<file path="src/rtl/core/i2cms_pkg.sv">
// Package for the I2C master bit sequencer: command codes, shared types and constants.
// Used by the step logic, the top level and the testbench. No dependencies.
package i2cms_pkg;

  typedef enum logic [2:0] {
    OP_NONE  = 3'd0,
    OP_START = 3'd1,
    OP_STOP  = 3'd2,
    OP_WRITE = 3'd3,
    OP_READ  = 3'd4,
    OP_SACK  = 3'd5,
    OP_RACK  = 3'd6
  } op_t;

  localparam logic [7:0] MSB_MASK = 8'h80;

  // Phase on which a bit cycle ends, and the last bit of a byte or of a one-bit acknowledge.
  localparam logic [1:0] PHASE_LAST_BIT = 2'd2;
  localparam logic [2:0] LAST_BIT_BYTE  = 3'd7;
  localparam logic [2:0] LAST_BIT_ONE   = 3'd0;

  typedef struct packed {
    logic [2:0] operation;
    logic [7:0] write_data;
    logic       ack_level;
    logic       sda_sample;
  } cmd_t;

  typedef struct packed {
    op_t        active_command;
    logic [1:0] phase;
    logic [2:0] bit_index;
    logic [7:0] transmit_shift;
    logic [7:0] receive_shift;
    logic       scl_level;
    logic       sda_level;
    logic       ack_bit;
  } seq_state_t;

  typedef struct packed {
    logic       scl_out;
    logic       sda_out;
    logic       busy_res;
    logic       done_res;
    logic [7:0] read_byte;
    logic       ack_received;
  } result_t;

endpackage

</file>
<file path="src/rtl/core/i2cms_if.sv">
// Valid/ready channel interfaces of the I2C master bit sequencer.
// One interface for the tick input channel and one for the status result channel.
interface i2cms_tick_if;
  logic       valid;
  logic       ready;
  logic [2:0] operation;
  logic [7:0] write_data;
  logic       ack_level;
  logic       sda_sample;

  modport source (output valid, output operation, output write_data, output ack_level,
                  output sda_sample, input ready);
  modport sink (input valid, input operation, input write_data, input ack_level,
                input sda_sample, output ready);
endinterface

interface i2cms_status_if;
  logic       valid;
  logic       ready;
  logic       scl_out;
  logic       sda_out;
  logic       busy_res;
  logic       done_res;
  logic [7:0] read_byte;
  logic       ack_received;

  modport source (output valid, output scl_out, output sda_out, output busy_res,
                  output done_res, output read_byte, output ack_received, input ready);
  modport sink (input valid, input scl_out, input sda_out, input busy_res,
                input done_res, input read_byte, input ack_received, output ready);
endinterface

</file>
<file path="src/rtl/core/i2cms_step.sv">
// Combinational next-state logic of the I2C master bit sequencer: one pin step per tick.
// Depends on i2cms_pkg.
module i2cms_step (
  input  i2cms_pkg::seq_state_t state,
  input  i2cms_pkg::cmd_t       cmd,
  output i2cms_pkg::seq_state_t state_next,
  output i2cms_pkg::result_t    result
);

  always_comb begin
    i2cms_pkg::seq_state_t s;
    logic                  done;
    logic                  cycle_step;
    logic [2:0]            last_bit;

    s          = state;
    done       = 1'b0;
    cycle_step = 1'b0;
    last_bit   = i2cms_pkg::LAST_BIT_ONE;

    // A command is taken only when idle; it also performs its first step now.
    if (s.active_command == i2cms_pkg::OP_NONE && cmd.operation >= i2cms_pkg::OP_START &&
        cmd.operation <= i2cms_pkg::OP_RACK) begin
      s.active_command = i2cms_pkg::op_t'(cmd.operation);
      s.phase          = 2'd0;
      s.bit_index      = 3'd0;
      if (cmd.operation == i2cms_pkg::OP_WRITE) begin
        s.transmit_shift = cmd.write_data;
      end else if (cmd.operation == i2cms_pkg::OP_SACK) begin
        s.transmit_shift = cmd.ack_level ? i2cms_pkg::MSB_MASK : 8'h00;
      end else if (cmd.operation == i2cms_pkg::OP_READ) begin
        s.receive_shift = 8'h00;
      end
    end

    case (s.active_command)
      i2cms_pkg::OP_NONE: begin
      end
      i2cms_pkg::OP_START: begin
        case (s.phase)
          2'd0: s.sda_level = 1'b1;
          2'd1: s.scl_level = 1'b1;
          2'd2: s.sda_level = 1'b0;
          default: begin
            s.scl_level = 1'b0;
            done        = 1'b1;
          end
        endcase
        s.phase = s.phase + 2'd1;
      end
      i2cms_pkg::OP_STOP: begin
        case (s.phase)
          2'd0: s.sda_level = 1'b0;
          2'd1: s.scl_level = 1'b1;
          default: begin
            s.sda_level = 1'b1;
            done        = 1'b1;
          end
        endcase
        s.phase = s.phase + 2'd1;
      end
      i2cms_pkg::OP_WRITE, i2cms_pkg::OP_SACK: begin
        cycle_step = 1'b1;
        last_bit   = (s.active_command == i2cms_pkg::OP_WRITE) ?
                     i2cms_pkg::LAST_BIT_BYTE : i2cms_pkg::LAST_BIT_ONE;
        case (s.phase)
          2'd0: s.sda_level = s.transmit_shift[7];
          2'd1: s.scl_level = 1'b1;
          default: begin
            s.scl_level      = 1'b0;
            s.transmit_shift = {s.transmit_shift[6:0], 1'b0};
          end
        endcase
      end
      i2cms_pkg::OP_READ, i2cms_pkg::OP_RACK: begin
        cycle_step = 1'b1;
        last_bit   = (s.active_command == i2cms_pkg::OP_READ) ?
                     i2cms_pkg::LAST_BIT_BYTE : i2cms_pkg::LAST_BIT_ONE;
        case (s.phase)
          2'd0: s.sda_level = 1'b1;
          2'd1: begin
            s.scl_level = 1'b1;
            if (s.active_command == i2cms_pkg::OP_READ) begin
              if (cmd.sda_sample) begin
                s.receive_shift = s.receive_shift | (i2cms_pkg::MSB_MASK >> s.bit_index);
              end
            end else begin
              s.ack_bit = cmd.sda_sample;
            end
          end
          default: s.scl_level = 1'b0;
        endcase
      end
      default: done = 1'b1;
    endcase

    // Three-phase bit cycle shared by the byte and acknowledge commands.
    if (cycle_step) begin
      if (s.phase < i2cms_pkg::PHASE_LAST_BIT) begin
        s.phase = s.phase + 2'd1;
      end else begin
        s.phase = 2'd0;
        if (s.bit_index >= last_bit) begin
          done = 1'b1;
        end else begin
          s.bit_index = s.bit_index + 3'd1;
        end
      end
    end

    if (done) begin
      s.active_command = i2cms_pkg::OP_NONE;
      s.phase          = 2'd0;
      s.bit_index      = 3'd0;
    end

    state_next          = s;
    result.scl_out      = s.scl_level;
    result.sda_out      = s.sda_level;
    result.busy_res     = (s.active_command != i2cms_pkg::OP_NONE);
    result.done_res     = done;
    result.read_byte    = s.receive_shift;
    result.ack_received = s.ack_bit;
  end

endmodule

</file>
<file path="src/rtl/core/i2c_master_bit_sequencer_core.sv">
// Top level of the I2C master bit sequencer: input register, step logic, result register.
// Depends on i2cms_pkg, the channel interfaces in i2cms_if.sv and i2cms_step.
//
// Each tick transaction on the tick channel performs one pin write of an I2C master
// sequence and yields exactly one status transaction. The block sustains one transaction
// per clock cycle while the status channel does not stall. A tick accepted on
// the tick channel is held in the input register, and its status is then loaded
// into the result register, from which it is offered on the status channel. The
// sequencer state advances when the input register holds a tick and the result
// register is empty or being drained, so a stall on the status channel holds the
// state and back-pressures the tick channel. A command (start, stop, write byte,
// read byte, send acknowledge, read acknowledge) is taken only
// while no sequence is in progress and does its first pin write on that same tick; a command
// offered while busy is ignored. Bytes go most significant bit first, SDA and SCL are
// open-drain with 1 meaning released, and on reads SDA is sampled on the tick that raises
// SCL. Start takes 4 ticks, stop 3, a byte 24, and each acknowledge 3. After reset both
// lines read released and the block is idle.
module i2c_master_bit_sequencer_core (
  input  logic                  clk,
  input  logic                  rst,
  i2cms_tick_if.sink            tick,
  i2cms_status_if.source        status
);

  logic                  in_valid;
  i2cms_pkg::cmd_t       in_cmd;
  logic                  res_valid;
  i2cms_pkg::result_t    res;
  i2cms_pkg::seq_state_t seq_state;
  i2cms_pkg::seq_state_t seq_state_next;
  i2cms_pkg::result_t    step_result;
  logic                  advance;

  // The result register can take a new value when it is empty or is being taken.
  assign advance    = !res_valid || status.ready;
  assign tick.ready = !in_valid || advance;

  i2cms_step u_step (
    .state      (seq_state),
    .cmd        (in_cmd),
    .state_next (seq_state_next),
    .result     (step_result)
  );

  always_ff @(posedge clk) begin
    if (rst) begin
      in_valid  <= 1'b0;
      res_valid <= 1'b0;
      seq_state <= '{active_command: i2cms_pkg::OP_NONE, phase: 2'd0, bit_index: 3'd0,
                     transmit_shift: 8'h00, receive_shift: 8'h00, scl_level: 1'b1,
                     sda_level: 1'b1, ack_bit: 1'b0};
    end else begin
      if (tick.ready) begin
        in_valid <= tick.valid;
      end
      if (advance) begin
        res_valid <= in_valid;
      end
      if (advance && in_valid) begin
        seq_state <= seq_state_next;
      end
    end
  end

  // Payload registers carry no reset.
  always_ff @(posedge clk) begin
    if (tick.ready && tick.valid) begin
      in_cmd <= '{operation: tick.operation, write_data: tick.write_data,
                  ack_level: tick.ack_level, sda_sample: tick.sda_sample};
    end
    if (advance && in_valid) begin
      res <= step_result;
    end
  end

  assign status.valid        = res_valid;
  assign status.scl_out      = res.scl_out;
  assign status.sda_out      = res.sda_out;
  assign status.busy_res     = res.busy_res;
  assign status.done_res     = res.done_res;
  assign status.read_byte    = res.read_byte;
  assign status.ack_received = res.ack_received;

endmodule

</file>
<file path="src/flat_wrapper.sv">
// flat-port wrapper written by rule: the top's interface ports become plain ports
module i2c_master_bit_sequencer_core_flat 
  (clk, rst, tick_valid, tick_operation, tick_write_data, tick_ack_level, tick_sda_sample, tick_ready, status_valid, status_scl_out, status_sda_out, status_busy_res, status_done_res, status_read_byte, status_ack_received, status_ready);
  i2cms_tick_if tick_i ();
  i2cms_status_if status_i ();
  input  logic clk;
  input  logic rst;
  input wire logic [$bits(tick_i.valid)-1:0] tick_valid;
  input wire logic [$bits(tick_i.operation)-1:0] tick_operation;
  input wire logic [$bits(tick_i.write_data)-1:0] tick_write_data;
  input wire logic [$bits(tick_i.ack_level)-1:0] tick_ack_level;
  input wire logic [$bits(tick_i.sda_sample)-1:0] tick_sda_sample;
  output wire logic [$bits(tick_i.ready)-1:0] tick_ready;
  output wire logic [$bits(status_i.valid)-1:0] status_valid;
  output wire logic [$bits(status_i.scl_out)-1:0] status_scl_out;
  output wire logic [$bits(status_i.sda_out)-1:0] status_sda_out;
  output wire logic [$bits(status_i.busy_res)-1:0] status_busy_res;
  output wire logic [$bits(status_i.done_res)-1:0] status_done_res;
  output wire logic [$bits(status_i.read_byte)-1:0] status_read_byte;
  output wire logic [$bits(status_i.ack_received)-1:0] status_ack_received;
  input wire logic [$bits(status_i.ready)-1:0] status_ready;
  assign tick_i.valid = tick_valid;
  assign tick_i.operation = tick_operation;
  assign tick_i.write_data = tick_write_data;
  assign tick_i.ack_level = tick_ack_level;
  assign tick_i.sda_sample = tick_sda_sample;
  assign tick_ready = tick_i.ready;
  assign status_valid = status_i.valid;
  assign status_scl_out = status_i.scl_out;
  assign status_sda_out = status_i.sda_out;
  assign status_busy_res = status_i.busy_res;
  assign status_done_res = status_i.done_res;
  assign status_read_byte = status_i.read_byte;
  assign status_ack_received = status_i.ack_received;
  assign status_i.ready = status_ready;
  i2c_master_bit_sequencer_core u_core (.clk(clk), .rst(rst), .tick(tick_i), .status(status_i));
endmodule
</file>
<file path="config.mk">
export PLATFORM = sky130hd
export DESIGN_NAME = i2c_master_bit_sequencer_core_flat
export DESIGN_NICKNAME = d
export VERILOG_FILES = /design/src/rtl/core/i2cms_pkg.sv /design/src/rtl/core/i2cms_if.sv /design/src/rtl/core/i2cms_step.sv /design/src/rtl/core/i2c_master_bit_sequencer_core.sv /design/src/flat_wrapper.sv
export SDC_FILE = /design/constraint.sdc
export NUM_CORES = 1
export LEC_CHECK = 0
export ABC_AREA = 1
export BUFFER_PORTS_ARGS = -buffer_cell sky130_fd_sc_hd__buf_2
export CELL_PAD_IN_SITES_DETAIL_PLACEMENT = 1
export CELL_PAD_IN_SITES_GLOBAL_PLACEMENT = 1
export CORE_MARGIN = 2
export CORE_UTILIZATION = 44
export CTS_CLUSTER_SIZE = 25
export DETAILED_ROUTE_END_ITERATION = 10
export PLACE_DENSITY = 0.77
export SYNTH_ARGS = -nofsm -noshare
export SYNTH_HDL_FRONTEND = slang
export SYNTH_SLANG_ARGS = --single-unit
</file>
<file path="constraint.sdc">
create_clock -name clk -period 3.7 [get_ports clk]
set_clock_uncertainty 0.2 [all_clocks]
set_input_delay 0.37 -clock clk [delete_from_list [all_inputs] [get_ports clk]]
set_output_delay 0.37 -clock clk [all_outputs]
set_load 0.03 [all_outputs]
</file>
==> impl_metrics.json <==
{
  "path_max_fanout": 6,
  "core_um2": 6459,
  "drt_iter0_drc": 90,
  "max_freq_ghz": 0.3061,
  "reg2reg_from": "u_core.in_cmd[11]$_DFFE_PP_",
  "tns_ns": 0,
  "p_leak_uw": 0.001520,
  "wl_per_cell_um": 14.10,
  "wirelength_um": 6669,
  "cts_tree": "built",
  "portBuffers": 31,
  "timing.final.ws_setup_ns": 0.4330,
  "dr.pass1.iters": 4,
  "drive_above_1_share_pct": 19.19,
  "clkTransAtPathRegs_ns": 0.10,
  "crit_family": "simple AND/OR/NAND/NOR gates",
  "die-width_um": 86.27,
  "hold_start": "tick_operation[1]",
  "r2r_setup_slack_ns": 0.43,
  "cp.required_ns": 3.76,
  "start_util_pct": 46.11,
  "synth_fp_nets": 392,
  "synth_edf_count": 26,
  "synth_top_cell_by_area": "edfxtp_1",
  "rsz0062_at_grt": "no",
  "root_buffer": "clkbuf_8",
  "maxSlewHeadroom_pct": 61.64,
  "crit_buf_inv": 2,
  "pre_cts_ws_ns": 0.4721,
  "nNetsFinal": 424,
  "post_cts_buffers": 0,
  "hp-class": "in -> reg",
  "viasPerCell": 5.233,
  "first_global_vias": 2448,
  "finalCritPeriodShare_pct": 88.30,
  "ios": 32,
  "syn_area_um2": 2978,
  "synth_cells": 363,
  "grt_overflow": 0,
  "power_density_nw_per_um2": 398.7,
  "vdd_drop_max_mv": 0.2436,
  "clock-sinks": 55,
  "grt_max_degree": 30,
  "whs_endpoint": "u_core.in_cmd[11]$_DFFE_PP_",
  "crit_path_start_kind": "flip-flop",
  "gp_congestion": 0.8762,
  "crit_type": "reg -> reg",
  "ys_ff_latch": 55,
  "die_h_um": 86.27,
  "tightestPinTransition_ns": 0.5754,
  "hold_depth": 1,
  "cp_slowest_stage_delay_ns": 0.47,
  "antenna_found_initial": 0,
  "yosysSeqAreaShare_pct": 45.71,
  "cts-resized-gates": 0,
  "grt_usage_pct": 19.33,
  "yosys_warnings": 0,
  "drc": 0,
  "ys_async_sr_fraction_pct": 0,
  "clockBufferDepth": 2,
  "ant_nets": 0,
  "p_total_uw": 1315,
  "slew_violations": 0,
  "hpwlAfterDp_um": 5004,
  "drv_cap": 0,
  "synth_area_leaders": "edfxtp_1, dfxtp_1, nand2_1, nand3_1, ha_1",
  "layout-area-overhead-vs-synth_pct": 10.80,
  "cts_hold_buf": 0,
  "synth_top_area_share_pct": 26.22,
  "yosysUniqueCellTypes": 33,
  "min_period_ns": 3.267,
  "holdWs_ns": 0.02395,
  "fin_area_um2": 3299,
  "crit_chain": "nand3_1 > nand2_1 > o21ai_2 > nand2_1 > nor2_2 > nor2_1 > ha_1 > a21oi_1 > o21ai_0 > a31oi_1 > inv_1 > nand2_1 > inv_2 > nand2_4 > nand3_2 > nor2_1 > nor2_1 > nor2_1",
  "crit_top_cell": "nor2_1",
  "setup_viol": 0,
  "syn_avg_cell_area_um2": 8.203,
  "dominantRegCellSynth": "dfxtp_1",
  "dieArea_um2": 7442,
  "htree_levels": 2,
  "antenna-diode-count": 0,
  "place_area_um2": 3214,
  "critical-path-slowest-cell": "edfxtp_1",
  "yosys-top-cells-count": "nand2_1, inv_1, nor2_1",
  "arrival_ns": 3.32,
  "num_rows": 29,
  "hold_viol": 0,
  "vias": 2475,
  "reg2regPathDepth": 18,
  "timing.rr.end": "u_core.seq_state[23]$_SDFFE_PP0P_",
  "synth.most_common_cell": "nand2_1",
  "cts_inserted_buffers": 5,
  "status": "finished, final reports clean",
  "grt_first_pass_wirelength_um": 11370,
  "critical_path.endpoint_type": "flip-flop",
  "clk_latency_ns": 0.31
}
-- worst register-to-register path, stage by stage (launching register included) --
cell and delay, ns:
edfxtp_1 0.47, nand3_1 0.17, nand2_1 0.13, o21ai_2 0.24, nand2_1 0.16, nor2_2 0.27
nor2_1 0.13, ha_1 0.33, a21oi_1 0.17, o21ai_0 0.10, a31oi_1 0.19, inv_1 0.06
nand2_1 0.08, inv_2 0.05, nand2_4 0.07, nand3_2 0.11, nor2_1 0.15, nor2_1 0.05
nor2_1 0.07
-- routing by layer --
layer / track usage (%) / part of all wire (%) / vias to the layer above
li1: - / - / 1265
met1: 25.11 / 49 / 1175
met2: 33.05 / 48 / 28
met3: 3.333 / 2.3 / 7
met4: 5.824 / 1.2 / 0
met5: 0 / 0 / -
-- final cells by class --
cell class,count,area (µm²)
fill,817,3159
multi-input combinational,253,1409
sequential,55,1361
inverter,47,177.7
timing repair buffer,33,170.2
tap,77,96.34
clock buffer,6,72.57
clock inverter,2,12.51
-- cell usage in the layout (no fill, tap or decap), types with 2 or more instances in the layout --
cell type,Yosys,layout
buf_2,0,31
dfxtp_1,29,29
o211ai_1,6,6
o21ai_1,6,6
ha_1,12,12
nor2_4,2,2
nand2_1,82,82
clkbuf_8,0,5
a31oi_1,4,4
a21oi_2,3,3
nand3_1,31,31
nand2_2,8,8
nor2_1,34,34
nand3b_1,3,3
nand3_2,5,5
edfxtp_1,26,26
buf_4,0,2
inv_1,40,40
nand4_1,4,4
nor2_2,3,3
nand2_4,4,4
inv_2,5,5
a21oi_1,21,21
a32o_1,2,2
o21ai_0,15,15
clkinv_1,1,2
-- state kept, by name, indices dropped and copies added, names as in the netlist --
signal                      cells
u_core.in_valid                 1
u_core.status.sda_out           1
u_core.status.read_byte         8
u_core.status.scl_out           1
u_core.status.valid             1
u_core.in_cmd                  13
u_core.status.busy_res          1
u_core.status.ack_received      1
u_core.seq_state               27
u_core.status.done_res          1
-- how the worst max path moves through the flow --
stage	end	depth (start not counted)	slack, ns	from
after CTS	u_core.seq_state[23]$_SDFFE_PP0P_	18	0.43	u_core.in_cmd[11]$_DFFE_PP_
after detailed placement	u_core.seq_state[23]$_SDFFE_PP0P_	18	0.47	u_core.in_cmd[11]$_DFFE_PP_
after global placement	u_core.status.busy_res$_DFFE_PP_	16	0.66	u_core.in_cmd[12]$_DFFE_PP_
after floorplan	u_core.seq_state[26]$_SDFFE_PP0P_	18	0.91	u_core.in_cmd[12]$_DFFE_PP_
after global routing	u_core.seq_state[22]$_SDFFE_PP0P_	18	0.12	u_core.in_cmd[12]$_DFFE_PP_
final	u_core.seq_state[23]$_SDFFE_PP0P_	18	0.43	u_core.in_cmd[11]$_DFFE_PP_
-- cells by family (layout without fill, tap and decap cells) --
kind of cell / Yosys count / count (layout) / share of synthesized area (%)
simple gates: 181 / 181 / 30.42
mux: 1 / 1 / 0.3361
compound gates: 59 / 59 / 11.51
flops: 55 / 55 / 45.71
buf+inv: 55 / 88 / 6.974
fa+ha+maj: 12 / 12 / 5.042
-- power breakdown --
group	internal, µW	leakage (µW)	switching, µW	total, µW
combinational	90.1	0.000991	201	291
sequential	676	0.000486	17.0	693
clock	133	0.0000428	198	331
-- through the flow --
stage / instances / util [%]
CTS: 473 / 51.08
global route: 473 / 51.08
global placement: 465 / 49.77
finish: 473 / 51.08
detailed placement: 465 / 49.77
floorplan: 363 / -
(Power assumes the default switching activity.)
